## config.mk

```make
export PLATFORM = sky130hd
export DESIGN_NAME = csa_cell
export DESIGN_NICKNAME = d
export VERILOG_FILES = /design/src/rtl/csa_pkg.sv /design/src/rtl/csa_cell.sv
export SDC_FILE = /design/constraint.sdc
export NUM_CORES = 1
export LEC_CHECK = 0
export BUFFER_PORTS_ARGS = -buffer_cell sky130_fd_sc_hd__buf_2
export CAP_MARGIN = 15
export CORE_ASPECT_RATIO = 0.5
export CORE_MARGIN = 8
export CORE_UTILIZATION = 42
export DETAILED_ROUTE_END_ITERATION = 7
export PLACE_DENSITY = 0.79
export SYNTH_ARGS = -nofsm -noshare
export SYNTH_HDL_FRONTEND = slang
export SYNTH_SLANG_ARGS = --single-unit
```

## constraint.sdc

```tcl
create_clock -name clk -period 0.9 [get_ports clk]
set_clock_uncertainty 0.05 [all_clocks]
set_input_delay 0.09 -clock clk [delete_from_list [all_inputs] [get_ports clk]]
set_output_delay 0.09 -clock clk [all_outputs]
set_load 0.01 [all_outputs]
```

## src/rtl/csa_pkg.sv

```systemverilog
// ----------------------------------------------------------------------------
// csa_pkg
// Shared widths, command and status codes and the cell control group of the
// contiguous segment allocator.
// ----------------------------------------------------------------------------
package csa_pkg;

	localparam int DEF_MAX_SEGMENTS = 64;
	localparam int DEF_ADDR_BITS    = 20;
	localparam int DEF_OWNER_BITS   = 8;

	localparam int KIND_W     = 2;
	localparam int OWNER_ID_W = 8;
	localparam int SIZE_W     = 21;
	localparam int FIT_W      = 2;
	localparam int STATUS_W   = 3;
	localparam int OUT_ADDR_W = 20;
	localparam int CFG_W      = 21;

	localparam int RST_MEM_SIZE = 1048576;

	localparam logic [KIND_W-1:0] KIND_REQUEST = 2'd0;
	localparam logic [KIND_W-1:0] KIND_RELEASE = 2'd1;
	localparam logic [KIND_W-1:0] KIND_COMPACT = 2'd2;

	localparam logic [FIT_W-1:0] FIT_FIRST = 2'd0;
	localparam logic [FIT_W-1:0] FIT_BEST  = 2'd1;
	localparam logic [FIT_W-1:0] FIT_WORST = 2'd2;
	localparam logic [FIT_W-1:0] FIT_BAD   = 2'd3;

	localparam logic [STATUS_W-1:0] ST_OK            = 3'd0;
	localparam logic [STATUS_W-1:0] ST_NO_HOLE       = 3'd1;
	localparam logic [STATUS_W-1:0] ST_NONE_RELEASED = 3'd2;
	localparam logic [STATUS_W-1:0] ST_TABLE_FULL    = 3'd3;
	localparam logic [STATUS_W-1:0] ST_BAD_SIZE      = 3'd4;
	localparam logic [STATUS_W-1:0] ST_BAD_STRATEGY  = 3'd5;

	typedef struct packed {
		logic shift;
		logic init;
	} cell_ctrl_t;

endpackage

```

## src/rtl/csa_cell.sv

```systemverilog
// ----------------------------------------------------------------------------
// csa_cell
// One slot of the segment ring: holds one entry and loads its neighbor's
// entry whenever the ring rotates.
// ----------------------------------------------------------------------------
module csa_cell #(
	parameter int ADDR_BITS  = csa_pkg::DEF_ADDR_BITS,
	parameter int OWNER_BITS = csa_pkg::DEF_OWNER_BITS,
	parameter bit FIRST      = 1'b0,
	parameter logic [ADDR_BITS-1:0] RST_END = '0
) (
	input  logic                  clk,
	input  logic                  arst_n,
	input  csa_pkg::cell_ctrl_t   ctrl,
	input  logic [ADDR_BITS-1:0]  init_end,
	input  logic [ADDR_BITS-1:0]  d_start,
	input  logic [ADDR_BITS-1:0]  d_end,
	input  logic                  d_used,
	input  logic [OWNER_BITS-1:0] d_owner,
	input  logic                  d_valid,
	input  logic                  d_head,
	output logic [ADDR_BITS-1:0]  q_start,
	output logic [ADDR_BITS-1:0]  q_end,
	output logic                  q_used,
	output logic [OWNER_BITS-1:0] q_owner,
	output logic                  q_valid,
	output logic                  q_head
);
	import csa_pkg::*;

	logic [ADDR_BITS-1:0]  start_q;
	logic [ADDR_BITS-1:0]  end_q;
	logic                  used_q;
	logic [OWNER_BITS-1:0] owner_q;
	logic                  valid_q;
	logic                  head_q;

	always_ff @(posedge clk or negedge arst_n) begin
		if (!arst_n) begin
			start_q <= '0;
			end_q   <= FIRST ? RST_END : '0;
			used_q  <= 1'b0;
			valid_q <= FIRST;
			head_q  <= FIRST;
		end else if (ctrl.init) begin
			// only the first slot survives a re-init, as one free segment
			start_q <= '0;
			end_q   <= FIRST ? init_end : '0;
			used_q  <= 1'b0;
			valid_q <= FIRST;
			head_q  <= FIRST;
		end else if (ctrl.shift) begin
			start_q <= d_start;
			end_q   <= d_end;
			used_q  <= d_used;
			valid_q <= d_valid;
			head_q  <= d_head;
		end
	end

	always_ff @(posedge clk) begin
		if (ctrl.shift && !ctrl.init) begin
			owner_q <= d_owner;
		end
	end

	assign q_start = start_q;
	assign q_end   = end_q;
	assign q_used  = used_q;
	assign q_owner = owner_q;
	assign q_valid = valid_q;
	assign q_head  = head_q;

endmodule

```

==> results.yml <==
outcome:
  outcome: "finished with violations"
  violations: "negative setup slack"
yosys:
  ys_ff_latch: 51
  yosysWarnings: 0
  synth_top_area_cell: "dfrtp_1"
  syn_avg_cell_area_um2: 13.70
  netlist_instances: 148
  synth_cell_types: 9
  netlist.area_leader.share: 0.5309
  ys_seq_area_frac: 0.6494
  syn_area_um2: 2027
  synth_fp_nets: 223
  synth_edf_count: 8
  synth_area_leaders: "dfrtp_1, mux2i_1, edfxtp_1, nor2_1, buf_12"
  ys.flop_type: "dfrtp_1"
  synthArstFlopShare: 0.8431
  netlist_top_cells_count: "dfrtp_1, mux2i_1, nor2_1, edfxtp_1, buf_12"
global_routing:
  grt_pass1_wl_um: 9039
  grt_overflow: 0
  antenna_found_initial: 0
  grt_max_degree: 27
  track_usage: 0.1560
  grt_pass1_vias: 1776
critical_path:
  cp_top_family: "flip-flops"
  max_stage_delay_ps: 410
  worstSetupPathType: "register to output pin"
  crit_slowest_cell: "dfrtp_1"
  cp-start-kind: "register"
  crit_buf_inv: 1
  path_cells: "buf_2"
  arrival_ps: 850
  crit_required_ps: 760
  crit_path_end_kind: "output pin"
  crit_fanout: 2
drt:
  ant_nets: 0
  via_count: 1657
  drt_first_pass_iters: 4
  drc: 0
  first_iter_violations: 99
  via_per_inst: 4.372
  drt-total-wl_um: 5885
  wire_per_inst_um: 15.53
sta:
  maxSlewViolCount: 0
  fin_ws_ps: -94.59
  max_freq_mhz: 1005
  slew_headroom: 0.8127
  timing.final.crit_share: 1.105
  fin_crit_ps: 994.6
  rsz0062_at_grt: "yes"
  setup_viol: 52
  timing_hold_violations_final: 0
  worst_pin_slew_ps: 280.9
  holdWs_ps: 9.869
layout:
  finish.instance_area_um2: 3316
  stdcell_count: 379
  utilization: 0.6944
  drive_above_1_share: 0.4239
  n_antenna_cell: 0
  layout.nets: 384
  syn_to_final_growth_pct: 63.58
  fill_cells: 353
placed_design:
  gp_congestion: 0.7673
  postPlaceCellArea_um2: 2638
  port_buffers: 105
  hpwl_um: 3913
  dpl.cell_count: 320
floorplanning:
  rows: 18
  die_area_um2: 7440
  initial_utilization: 0.4245
  io_pins: 126
  fp.dieW_um: 114.2
  core_um2: 4775
  die_h_um: 65.13
clock_tree:
  cts_buffers: 5
  cts.sinks: 51
  tritoncts: "built"
  clockRootBuffer: "clkbuf_8"
  clk_pin_slew_ps: 80
  clockBufferDepth: 2
  htreeDepth: 2
  insertion_delay_ps: 290
hold_path:
  hold_path.class: "primary input to register"
power_and_ir_drop:
  leakagePower_nw: 1.794
  vdd.ir_drop.worst_mv: 1.045
  power.density_nw_per_um2: 1496
  power.total_mw: 4.961
run:
  cap_violations: 0
## per-layer routing
metal  GRT usage  part of all wire
met2      0.2509              0.47
met1      0.1902              0.42
met4     0.03448            0.0032
met5           0                 0
met3     0.07130              0.10
## power by group
part           switching (mW)  internal (mW)
combinational           0.397          0.514
clock                   0.686          0.815
sequential             0.0727           2.48
## registers in the layout (all words and copies together), names as in the netlist
signal   count
q_used       1
q_head       1
q_start     20
q_end       20
q_owner      8
q_valid      1
## worst paths after layout
path                          endpoint  cells after the start        start  slack [ps]
min in group asynchronous   q_start[1]                      2       arst_n         170
max                         q_start[5]                      1   q_start[5]         -90
max reg2reg                  q_end[13]                      3    q_end[13]           0
min                        q_start[13]                      3  d_start[13]          10
min reg2reg                q_start[12]                      2  q_start[12]         480
max in group asynchronous  q_start[16]                      3       arst_n         250
## repair_timing
| action | CTS | global route |
|---|---|---|
| pin swaps | 0 | 1 |
| gates resized for setup | 4 | 10 |
| hold buffers | 40 | 0 |
| setup endpoints to repair | 51 | 56 |
| hold endpoints to repair | 82 | 0 |
| setup buffers | 6 | 6 |
## through the flow
stage          setup WS (ps)  TNS, ps
2_1_floorplan         -33.95   -271.6
3_3_place_gp          -40.50   -459.8
3_5_place_dp          -64.51   -929.3
4_1_cts               -100.7    -3635
5_1_grt               -125.7    -5403
6_report              -94.59    -2915
## layout make-up
type | instances | area (um2) | share of cell area
Clock buffer | 6 | 72.57 | 0.02189
Clock inverter | 1 | 30.03 | 0.009057
Multi-Input combinational cell | 87 | 605.6 | 0.1826
Sequential cell | 51 | 1316 | 0.3970
Tap cell | 70 | 87.58 | 0.02642
Timing Repair Buffer | 164 | 1204 | 0.3630
## cells by family after synthesis
family                 after synthesis  share of synthesized area
flip-flops                          51                     0.6494
AND/OR/NAND/NOR                     44                    0.08272
multiplexers                        43                     0.2123
buffers and inverters               10                    0.05556
## placed cells by master (no fill, tap or decap), types with 4 or more instances in the layout
cell / Yosys / routed
nor2_1: 43 / 43
edfxtp_1: 8 / 8
mux2i_1: 43 / 43
dfrtp_1: 43 / 43
buf_2: 2 / 92
dlygate4sd3_1: 0 / 40
buf_12: 4 / 4
clkbuf_8: 0 / 5
buf_4: 0 / 14
buf_6: 1 / 14
(Power assumes the default switching activity.)
